[src/res_pkg.sv]
// Package: shared types, codes and constants of the rumble effect scheduler.
package res_pkg;

	localparam int SLOTS_DEFAULT = 5;
	localparam int CAP_RESET = 1000;
	localparam logic [7:0] FULL_FORCE = 8'd254;
	localparam logic [31:0] STOP_SLACK_MS = 32'd100;
	localparam logic [31:0] DUR_INFINITE = 32'hFFFF_FFFF;
	localparam logic [31:0] ID_RESET = 32'hFFFF_FFFF;

	typedef enum logic [1:0] {
		REQ_TICK     = 2'd0,
		REQ_START    = 2'd1,
		REQ_STOP     = 2'd2,
		REQ_STOP_ALL = 2'd3
	} req_t;

	typedef enum logic {
		CMD_STOP  = 1'b0,
		CMD_FORCE = 1'b1
	} cmd_t;

	localparam logic CFG_CAP_INFINITE = 1'b0;
	localparam logic CFG_INFINITE_CAP_MS = 1'b1;

	typedef struct packed {
		logic [1:0]  req_type;
		logic [31:0] effect_id;
		logic [31:0] start_delay_us;
		logic [31:0] duration_us;
		logic        has_magnitude;
		logic signed [14:0] magnitude;
		logic [1:0]  axis_count;
		logic signed [31:0] first_direction;
		logic signed [31:0] second_direction;
	} req_word_t;

	typedef struct packed {
		logic       command;
		logic [7:0] small_motor;
		logic [7:0] big_motor;
	} rsp_word_t;

	typedef struct packed {
		logic       cfg;
		logic [0:0] index;
		logic [15:0] data;
	} cfg_word_t;

	// Shared-unit operations
	typedef enum logic [2:0] {
		OP_RECIP    = 3'd0,
		OP_ADD      = 3'd1,
		OP_SUB      = 3'd2,
		OP_MUL_MAG  = 3'd3,
		OP_LE       = 3'd4
	} alu_op_t;

	typedef struct packed {
		alu_op_t     op;
		logic [31:0] a;
		logic [31:0] b;
	} alu_req_t;

	typedef struct packed {
		logic [31:0] y;
		logic        le;
	} alu_rsp_t;

endpackage

[src/res_if.sv]


interface res_cfg_if;
	logic        valid;
	logic        ready;
	logic [0:0]  index;
	logic [15:0] data;
	modport source (output valid, output index, output data, input ready);
	modport sink (input valid, input index, input data, output ready);
endinterface

[src/res_cfg.sv]
// Configuration registers of the scheduler.
module res_cfg (
	input  logic        clk,
	input  logic        arst_n,
	res_cfg_if.sink     cfg,
	output logic        cap_infinite,
	output logic [15:0] infinite_cap_ms
);
	logic        cap_q;
	logic [15:0] ms_q;
	assign cfg.ready = 1'b1;
	assign cap_infinite = cap_q;
	assign infinite_cap_ms = ms_q;
	always_ff @(posedge clk or negedge arst_n) begin
		if (!arst_n) begin
			cap_q <= 1'b1;
			ms_q <= 16'(res_pkg::CAP_RESET);
		end else if (cfg.valid) begin
			if (cfg.index == res_pkg::CFG_CAP_INFINITE) cap_q <= cfg.data[0];
			else ms_q <= cfg.data;
		end
	end
endmodule

[src/flat_wrapper.sv]
// flat-port wrapper written by rule: the top's interface ports become plain ports
module res_cfg_flat 
  (clk, arst_n, cap_infinite, infinite_cap_ms, cfg_valid, cfg_index, cfg_data, cfg_ready);
  res_cfg_if cfg_i ();
  input  logic clk;
  input  logic arst_n;
  output logic cap_infinite;
  output logic [15:0] infinite_cap_ms;
  input wire logic [$bits(cfg_i.valid)-1:0] cfg_valid;
  input wire logic [$bits(cfg_i.index)-1:0] cfg_index;
  input wire logic [$bits(cfg_i.data)-1:0] cfg_data;
  output wire logic [$bits(cfg_i.ready)-1:0] cfg_ready;
  assign cfg_i.valid = cfg_valid;
  assign cfg_i.index = cfg_index;
  assign cfg_i.data = cfg_data;
  assign cfg_ready = cfg_i.ready;
  res_cfg u_core (.clk(clk), .arst_n(arst_n), .cfg(cfg_i), .cap_infinite(cap_infinite), .infinite_cap_ms(infinite_cap_ms));
endmodule
[config.mk]
export PLATFORM = sky130hd
export DESIGN_NAME = res_cfg_flat
export DESIGN_NICKNAME = d
export VERILOG_FILES = /design/src/res_pkg.sv /design/src/res_if.sv /design/src/res_cfg.sv /design/src/flat_wrapper.sv
export SDC_FILE = /design/constraint.sdc
export NUM_CORES = 1
export LEC_CHECK = 0
export ABC_CLOCK_PERIOD_IN_PS = 1310
export BUFFER_PORTS_ARGS = -buffer_cell sky130_fd_sc_hd__buf_2
export CAP_MARGIN = 5
export CORE_MARGIN = 3
export CORE_UTILIZATION = 45
export DETAILED_ROUTE_END_ITERATION = 10
export HOLD_SLACK_MARGIN = 0.08
export PLACE_DENSITY_LB_ADDON = 0.3
export SYNTH_ARGS = -nofsm -noshare
export SYNTH_HDL_FRONTEND = slang
export SYNTH_SLANG_ARGS = --single-unit
[constraint.sdc]
create_clock -name clk -period 1.31 [get_ports clk]
set_input_delay 0.1965 -clock clk [delete_from_list [all_inputs] [get_ports clk]]
set_output_delay 0.1965 -clock clk [all_outputs]
set_load 0.005 [all_outputs]
==> results of run 1 <==
power breakdown:
group	internal, mW	switching, mW
sequential	0.626	0.0413
combinational	0.164	0.0889
clock	0.114	0.164
Yosys cell counts:
library cell / n
nand2b_1: 1
mux2_4: 10
buf_12: 1
mux2_2: 7
buf_4: 1
dfrtp_1: 10
dfstp_2: 7
conb_1: 1
nand2_4: 1
routing by layer:
| metal | vias up | global-route usage [%] |
|---|---|---|
| met4 | 0 | 8.52 |
| met3 | 4 | 6.32 |
| met1 | 209 | 20.0 |
| met2 | 22 | 19.2 |
| met5 | - | 0 |
| li1 | 209 | - |
how the worst max path moves through the flow:
stage / from / end
floorplan: cfg_index / u_core.infinite_cap_ms[10]
global placement: cfg_index / u_core.infinite_cap_ms[15]
detailed placement: cfg_index / u_core.infinite_cap_ms[0]
CTS: u_core.infinite_cap_ms[5] / infinite_cap_ms[5]
global route: u_core.infinite_cap_ms[5] / infinite_cap_ms[5]
finish: u_core.infinite_cap_ms[5] / infinite_cap_ms[5]
cells by family after synthesis:
logic type             synth area share [%]
buffers and inverters                  3.87
AND/OR/NAND/NOR                        2.46
flip-flops                             61.0
multiplexers                           32.2
other                                 0.527
state kept, by name, indices dropped and copies added (netlist names):
name / flops
u_core.cap_infinite: 1
u_core.infinite_cap_ms: 16
repair_timing:
| item | in CTS | in global routing |
|---|---|---|
| endpoints found under the setup margin | 0 | 0 |
| hold endpoints to repair | 10 | 0 |
| hold buffers | 1 | 0 |
| buffers inserted | 0 | 0 |
cell type report:
| type | count | area share, % |
|---|---|---|
| tap | 15 | 2.04 |
| clock buffer | 3 | 2.45 |
| clock inverter | 1 | 0.543 |
| timing repair buffer | 37 | 20.7 |
| multi-input combinational | 20 | 27.2 |
| sequential | 17 | 47.1 |
stage by stage:
stage	utilization (%)	worst slack (ps)	hold slack (ps)
after floorplan	-	463	-99.1
after global placement	63.9	287	125
after detailed placement	63.9	270	127
after CTS	66.6	154	113
after global routing	66.6	127	112
final	66.6	171	127
==> results.md, run 1 <==
* Crit Path Max Fanout at 2
* Core Rows at 13
* Skew-Pair Late Insertion Delay at slightly below 300 ps
* Fin crit period at 1140 ps
* Synthesized flop and latch total at 17
* Resized Gates After CTS at 0
* Share of the synthesized area in the top cell type at a little over a third
* Worst-path cell chain: buf_2
* Top delay family on crit path: flip-flops
* Core ar. at between 1000 and 1500 sq um
* Min-delay worst type: in2reg
* Port Buf Inserts at 36
* Highest clock rate at between 800 and 900 MHz
* Leakage at 0.486 nW
* R2r worst-path depth at 1
* GP Congestion at between 0.6 and 0.7
* Layout cells sized above 1 at between 80% and 90%
* CTS Buf Count at 3
* Uppermost layer routed: met4
* Root Buffer: clkbuf_4
* Die height at 45.8 um
* Register-to-Register Setup Slack at roughly 540 ps
* Vias in the first global route at between 400 and 500
* Final setup violation count at 0
* CP arrival at between 900 and 1000 ps
* Deepest clock path buffer count at 2
* Die W at between 40 and 50 um
* I/O pin count at 38
* Post-route ant nets at 0
* Vias after detailed routing at around 440
* Buf+Inv Stages, Crit Path at 1
* Congestion Overflow GR at 0
* Crit Reg-Reg Endpoint: u_core.infinite_cap_ms[15]
* Worst R2R Start: u_core.infinite_cap_ms[15]
* Final nets at 99
* 1st-iter DRT viols at 4
* Setup TNS at 0 ps
* VDD IR max at 0.862 mV
* Total iterations of the first detailed-routing run at 2
* TritonCTS clock tree: built
* Clock Skew at 0 ps
* Final hold violations at 0
* Largest net degree at the start of global routing at 18
* Storage cell area at 434 sq um
* Hold Crit Depth at 2
* Clock slew at reported path FFs at 100 ps
* Synth top area cells: dfrtp_1 (35%), dfstp_2 (26%), mux2_4 (21%)
* Avg Cell Area, Syn at between 15 and 20 sq um
* Area Growth Syn to Fin at 29.3%
* Met3 WL at 110 um
* Element type at the critical path end: primary output
* Diodes inserted at 0
* Dpl cell area at 883 sq um
* Final period util at between 80% and 90%
* Drc violations at 0
* Max Slew Vio Count at 0
* Unique cell type count in the Yosys netlist at 9
* Routed vias/inst at between 4 and 5
* Tot Pwr at 1.20 mW
* First-pass GRT wire length at between 2 and 2.5 mm
* H-Tree Depth at 1
* Hold Path End: u_core.infinite_cap_ms[4]
* Fillers at 113
* Mapped cell area at slightly above 700 sq um
* Area of the multi-input gates at about 250 sq um
* Cell Pwr Density at between 1000 and 1500 nW/um^2
* Commonest non-fill, non-tap cell in the layout: buf_2
* Synth Instances at 39
* Synthesized Nets at between 50 and 60
* Final cell count without fillers at 93
* Min-delay src: cfg_data[4]
* CP Class: reg2out
* Synth Warn # at 0
* Sum of routed wire segments on met1 at ~600 um
* Yosys top cell by area: dfrtp_1
* Seq/Total Area, Yosys at about three fifths
* RSZ-0062 raised after global routing: no
* CP max-delay cell: dfstp_2
* Initial Util at 51.5%
* Met2 routed wirelength at roughly 600 um
* WL final at 1.32 mm
* Data required time at the worst endpoint at approximately 1100 ps
* Maxcap violations at 0
* Die Area at around 2100 sq um
* Outcome: completed
* Inst Count DP at between 80 and 90
* Most frequent cells in the layout: buf_2 (36), mux2_4 (10), dfrtp_1 (10)
* GRT Total Usage at ~15%
* Crit start category: flip-flop
* Crit path largest cell delay at roughly 550 ps
* Routed wire per std cell at 14.2 um
* Crit. path cell count at 1
* Clock sink total at 17
* Post-route cell area at 921 sq um
* Antenna violations before repair at 0
Note: power is estimated with default switching activity, not from simulation.
==> inputs of run 2 (changes only) <==
--- a/config.mk
+++ b/config.mk
@@ -7,2 +7,3 @@
 export LEC_CHECK = 0
+export ABC_AREA = 1
 export ABC_CLOCK_PERIOD_IN_PS = 1310
@@ -11,3 +12,3 @@
 export CORE_MARGIN = 3
-export CORE_UTILIZATION = 45
+export CORE_UTILIZATION = 47
 export DETAILED_ROUTE_END_ITERATION = 10
--- a/constraint.sdc
+++ b/constraint.sdc
@@ -3,2 +3,2 @@
 set_output_delay 0.1965 -clock clk [all_outputs]
-set_load 0.005 [all_outputs]
+set_load 0.1 [all_outputs]
==> run 2 against run 1 <==
  * Sequential cell count did not move
  * Design area rose by 14%
  * Total power rose by 46%
  * Clock power barely moved
  * Utilization rose by 8.5 points
  * Sequential power fell by 0.7%
  * Worst hold slack got worse by 30 ps
  * Fmax fell by 11%
  * Combinational power rose to 3.2 times the previous value
  * Largest cell class unchanged
==> results.md, run 2 <==
* Top delay family on crit path: buffers and inverters
* Share of the synthesized area in the top cell type at 33.0% (-2.1 points)
* Highest clock rate at 785 MHz (-11%)
* Worst-path cell chain: buf_2
* Seq/Total Area, Yosys at 57.3% (-3.7 points)
* Congestion Overflow GR at 0 (unchanged)
* Outcome: completed
* Synth top area cells: dfrtp_1 (33%), dfstp_2 (24%), nand2_1 (16%)
* Die height at 46.2 um (+0.85%)
* Cell Pwr Density at 1670 nW/um^2 (+28%)
* First-pass GRT wire length at 2.47 mm (+21%)
* H-Tree Depth at 1 (unchanged)
* Final hold violations at 0 (unchanged)
* VDD IR max at 0.853 mV (-1.0%)
* DP Wirelength at approximately 1.1 mm
* WL final at 1.50 mm (+14%)
* Final period util at 97.3% (+10 points)
* Mapped cell area at 758 sq um (+6.5%)
* Max Slew Vio Count at 0 (unchanged)
* Synthesized Nets at 98 (+66%)
* CP arrival at 1080 ps (+140 ps)
* Leakage at 0.565 nW (+16%)
* Synth Instances at 78 (+100%)
* GRT Total Usage at 16.7% (+2.0 points)
* Clock sink total at 17 (unchanged)
* CP Class: reg2out
* Largest net degree at the start of global routing at 19 (+1)
* Crit path largest cell delay at 430 ps (-120 ps)
* Area Growth Syn to Fin at 38.6%
* CTS Buf Count at 3 (unchanged)
* Skew-Pair Late Insertion Delay at 290 ps (about the same)
* Post-route ant nets at 0 (unchanged)
* RSZ-0062 raised after global routing: no
* Synth Flop Type: dfrtp_1
* Storage cell area at 434 sq um (unchanged)
* GP Congestion at 0.725 (+7.3%)
* Avg Cell Area, Syn at 9.72 sq um (-47%)
* Area of the multi-input gates at 248 sq um (-1.0%)
* Final nets at 135 (+36%)
* 1st-iter DRT viols at 15 (+11)
* Synth Warn # at 0 (unchanged)
* Final setup violation count at 0 (unchanged)
* Maxcap violations at 0 (unchanged)
* Setup TNS at 0 ps (unchanged)
* Final worst slack at 36.0 ps (-135 ps)
* Buf+Inv Stages, Crit Path at 1 (unchanged)
* Max reg flops at 16 (unchanged)
* Most frequent cells in the layout: nand2_1 (32), buf_2 (22), nand3_1 (17)
* CP max-delay cell: buf_2
* Synthesized flop and latch total at 17 (unchanged)
* Deepest clock path buffer count at 2 (unchanged)
* EDFF count, synth at 0 (unchanged)
* Diodes inserted at 0 (unchanged)
* Layout cells sized above 1 at 44.7% (-39 points)
* Post-Place Setup Slack at 335 ps (+64.9 ps)
* Root Buffer: clkbuf_4
* Die W at 46.2 um (+0.85%)
* Fin crit period at 1270 ps (+135 ps)
* Routed vias/inst at 4.74 (-0.79%)
* Data required time at the worst endpoint at 1110 ps (about the same)
* Clock Skew at 0 ps (unchanged)
* Initial Util at 54.2% (+2.7 points)
* Min-delay worst type: in2reg
* Vias after detailed routing at 611 (+38%)
* I/O pin count at 38 (unchanged)
* Commonest non-fill, non-tap cell in the layout: nand2_1
* Post-synthesis async set-or-reset flop share at 100% (unchanged)
* Die Area at 2130 sq um (+1.7%)
* Vias in the first global route at 538 (+26%)
* Antenna violations before repair at 0 (unchanged)
* TritonCTS clock tree: built
* Crit start category: flip-flop
* Core ar. at 1400 sq um (+1.2%)
* Unique cell type count in the Yosys netlist at 12 (+3)
* Final core occ at 75.1% (+8.5 points)
* WHS at 96.5 ps (-30.1 ps)
* Yosys top cell by area: dfrtp_1
* Core Rows at 13 (unchanged)
* Most frequent cells after synthesis: nand2_1 (32), nand3_1 (17), dfrtp_1 (10), dfstp_2 (7), nand2_2 (3)
* # Post-CTS Setup Buffers at 0 (unchanged)
* Clock slew at reported path FFs at 100 ps (about the same)
* Fillers at 115 (+1.8%)
* Port Buf Inserts at 36 (unchanged)
* Most numerous cell in the Yosys netlist: nand2_1
* Crit Path Max Fanout at 2 (unchanged)
* Routed wire per std cell at 11.6 um (-18%)
* Drc violations at 0 (unchanged)
* Total iterations of the first detailed-routing run at 5 (+3)
* Element type at the critical path end: primary output
-- run 2: worst paths after layout --
| check | to | slack [ps] | from | cells past startpoint |
|---|---|---|---|---|
| worst max-delay path | infinite_cap_ms[10] | 40 | u_core.infinite_cap_ms[10] | 1 |
| worst min-delay path | u_core.infinite_cap_ms[9] | 100 | cfg_data[9] | 3 |
| worst max register to register | u_core.infinite_cap_ms[6] | 570 | u_core.infinite_cap_ms[6] | 2 |
| worst min register to register | u_core.infinite_cap_ms[2] | 480 | u_core.infinite_cap_ms[2] | 2 |
| max in group asynchronous | u_core.infinite_cap_ms[8] | 660 | arst_n | 2 |
| min in group asynchronous | u_core.infinite_cap_ms[11] | 340 | arst_n | 2 |
-- run 2: logic make-up (layout without fill, tap and decap cells) --
kind of cell | Yosys count | count (layout) | share of synthesized area [%]
other cells | 1 | 1 | 0.495
simple gates | 53 | 53 | 32.2
flops | 17 | 17 | 57.3
buf+inv | 7 | 43 | 10.1
-- run 2: final cells by class --
cell class / count / area share, %
flip-flops and latches: 17 / 41.3
repair buffers: 38 / 30.5
multi-input cells: 54 / 23.6
clock buffers: 4 / 2.50
well taps: 15 / 1.79
inverters: 1 / 0.357
-- run 2: timing repair --
action                                  CTS  global route
endpoints found under the hold margin    10             0
hold buffers                              1             0
resized for setup                         0             7
endpoints found under the setup margin    0             7
-- run 2: power breakdown --
part / internal [mW] / switching (mW)
clock network: 0.118 / 0.160
registers: 0.612 / 0.0506
logic: 0.202 / 0.611
-- run 2: metrics by stage --
| stage | cell area, sq um | power, mW | instances |
|---|---|---|---|
| after floorplan | 758 | 1.27 | 78 |
| after global placement | 997 | 1.47 | 124 |
| after detailed placement | 997 | 1.47 | 124 |
| after CTS | 1030 | 1.76 | 129 |
| after global routing | 1050 | 1.83 | 129 |
| final | 1050 | 1.75 | 129 |
-- run 2: routing by layer --
layer  wire (um)  GRT usage (%)  vias up
li1            -              -      317
met1         627           21.8      271
met2         744           24.7       19
met3          92           3.91        4
met4          34           10.2        0
met5           0              0        -
==> inputs of run 3 (changes only) <==
Settings changed: ABC_CLOCK_PERIOD_IN_PS 1310 to 1270, CORE_UTILIZATION 47 to 43.
Clock period 1.31 ns to 1.27 ns, I/O delays scaled along.
==> run 3 against run 2 <==
  * Clock-buffer cell count is the same
  * Clock power is essentially flat
  * Worst hold slack improved by 6.8 ps
  * Die area grew 8.1%
  * Total power grew 4.2%
  * Critical path type unchanged
  * Largest cell class unchanged
  * Highest routed layer unchanged
==> results.md, run 3 (synthesis gave the netlist of run 2 again) <==
* Vias after detailed routing at 632 (+3.4%)
* DP Wirelength at 1.18 mm (+9.3%)
* Final period util at 96.3%
* CP max-delay cell: dfstp_2
* Clock Skew at 0 ps (unchanged)
* H-Tree Depth at 1 (unchanged)
* Final worst slack at 47.6 ps (+11.6 ps)
* Tot Pwr at 1.83 mW (+4.2%)
* Congestion Overflow GR at 0 (unchanged)
* Clock sink total at 17 (unchanged)
* Clock slew at reported path FFs at 100 ps (about the same)
* Most frequent cells in the layout: nand2_1 (32), buf_2 (19), nand3_1 (17)
* Post-route ant nets at 0 (unchanged)
* Worst-path cell chain: buf_12
* Final hold violations at 0 (unchanged)
* Crit Reg-Reg Endpoint: u_core.infinite_cap_ms[6]
* Fin crit period at between 1000 and 1500 ps
* Die Area at 2300 sq um (+8.1%)
* Skew-Pair Late Insertion Delay at 280 ps (about the same)
* Root Buffer: clkbuf_4
* Deepest clock path buffer count at 2 (unchanged)
* Initial Util at 48.1% (-6.1 points)
* Register-to-Register Setup Slack at 520 ps (-50 ps)
* Fillers at 133 (+16%)
* Max Slew Vio Count at 0 (unchanged)
* Top delay family on crit path: flip-flops
* Buf+Inv Stages, Crit Path at 1 (unchanged)
* Hold Path End: u_core.infinite_cap_ms[3]
* Layout cells sized above 1 at 45.2% (+0.48 points)
* Cell Pwr Density at 1690 nW/um^2 (+1.4%)
* GR peak layer: met2
* Met2 usage at 25.3% (+0.60 points)
* Outcome: completed
* CTS Buf Count at 3 (unchanged)
* Maxcap violations at 0 (unchanged)
* Commonest non-fill, non-tap cell in the layout: nand2_1
* Met3 Use GR at 2.26% (-1.7 points)
* Inst Count DP at 126 (+1.6%)
* Antenna violations before repair at 0 (unchanged)
* Die W at 48.0 um (+4.0%)
* Final cell count without fillers at 131 (+1.6%)
* R2r worst-path depth at 2 (unchanged)
* TritonCTS clock tree: built
* Critical path startpoint: u_core.infinite_cap_ms[5]
* I/O pin count at 38 (unchanged)
* Area Growth Syn to Fin at 42.4%
* GP Congestion at 0.663 (-8.5%)
* Drc violations at 0 (unchanged)
* RSZ-0062 raised after global routing: no
* Min-delay src: cfg_data[3]
* Total iterations of the first detailed-routing run at 4 (-1)
* Final nets at 136 (+0.74%)
* Element type at the critical path end: primary output
* Max reg flops at 16 (unchanged)
* CP Class: reg2out
* Grt met1 use at 18.6% (-3.2 points)
* Leakage at 0.575 nW (+1.8%)
* WL final at 1.61 mm (+7.2%)
* Core Rows at 14 (+1)
* Vias in the first global route at 600 (+12%)
* Port Buf Inserts at 36 (unchanged)
* Data required time at the worst endpoint at 1080 ps (-30 ps)
* Routed wire per std cell at 12.3 um (+5.6%)
* VDD IR max at 1.09 mV (+28%)
* Crit Path Max Fanout at 2 (unchanged)
* Die height at 48.0 um (+4.0%)
* Diodes inserted at 0 (unchanged)
* Core ar. at 1580 sq um (+13%)
* CP arrival at 1030 ps (-50 ps)
* GRT Total Usage at 15.1% (-1.6 points)
* Highest clock rate at ~800 MHz
* Setup TNS at 0 ps (unchanged)
* Routed vias/inst at 4.82 (+1.9%)
* 1st-iter DRT viols at 11 (-4)
* Largest net degree at the start of global routing at 18 (-1)
* Post-Place Setup Slack at 324 ps (-10.5 ps)
* Final setup violation count at 0 (unchanged)
* Crit start category: flip-flop
* Min-delay worst type: in2reg
* First-pass GRT wire length at 2.42 mm (-2.0%)
* Worst R2R Start: u_core.infinite_cap_ms[6]
* Hold Crit Depth at 3 (unchanged)
* Crit path largest cell delay at 580 ps (+150 ps)
-- run 3: changes by cell type in the layout (fill, tap and decap cells not counted), sizes merged --
cell / previous run / this run
buf: 30 / 29
clkbuf: 11 / 13
-- run 3: metal layers --
metal	vias up	routed length [um]
met5	-	0
met3	2	108
met1	284	681
met2	30	804
met4	0	12
li1	316	-
-- run 3: worst max path at each step --
stage,depth (start not counted),to,slack (ps)
after detailed placement,1,infinite_cap_ms[10],320
final,1,infinite_cap_ms[5],50
after global routing,1,infinite_cap_ms[5],20
after floorplan,2,u_core.infinite_cap_ms[0],120
after CTS,1,infinite_cap_ms[10],3
after global placement,1,infinite_cap_ms[2],330
-- run 3: what timing repair did --
action / CTS / global route
hold endpoints to repair: 10 / 0
endpoints found under the setup margin: 0 / 9
hold buffers: 1 / 0
gates resized for setup: 0 / 9
buffers inserted: 0 / 0
-- run 3: power breakdown --
part / internal, mW / leakage, nW / switching [mW]
Clock: 0.122 / 0.0150 / 0.159
Combinational: 0.227 / 0.363 / 0.635
Sequential: 0.631 / 0.197 / 0.0546
-- run 3: metrics by stage --
stage / cell area (sq um) / hold slack [ps] / utilization, %
2_1_floorplan: 758 / -105 / -
3_3_place_gp: 1020 / 125 / 64.8
4_1_cts: 1060 / 102 / 67.1
5_1_grt: 1080 / 110 / 68.5
6_report: 1080 / 103 / 68.5
3_5_place_dp: 1020 / 125 / 64.8
-- run 3: area by class of cell --
type                    instances  area, sq um  share of cell area [%]
well taps                      16         20.0                    1.85
flip-flops and latches         17          434                    40.2
multi-input cells              54          248                    22.9
clock buffers                   4         26.3                    2.43
repair buffers                 39          348                    32.2
inverters                       1         3.75                   0.348
-- run 3: worst reg2reg max path, stage by stage, from the launching register on --
cell,delay [ps]
dfstp_2,570
nand2_1,60
nand2_1,70
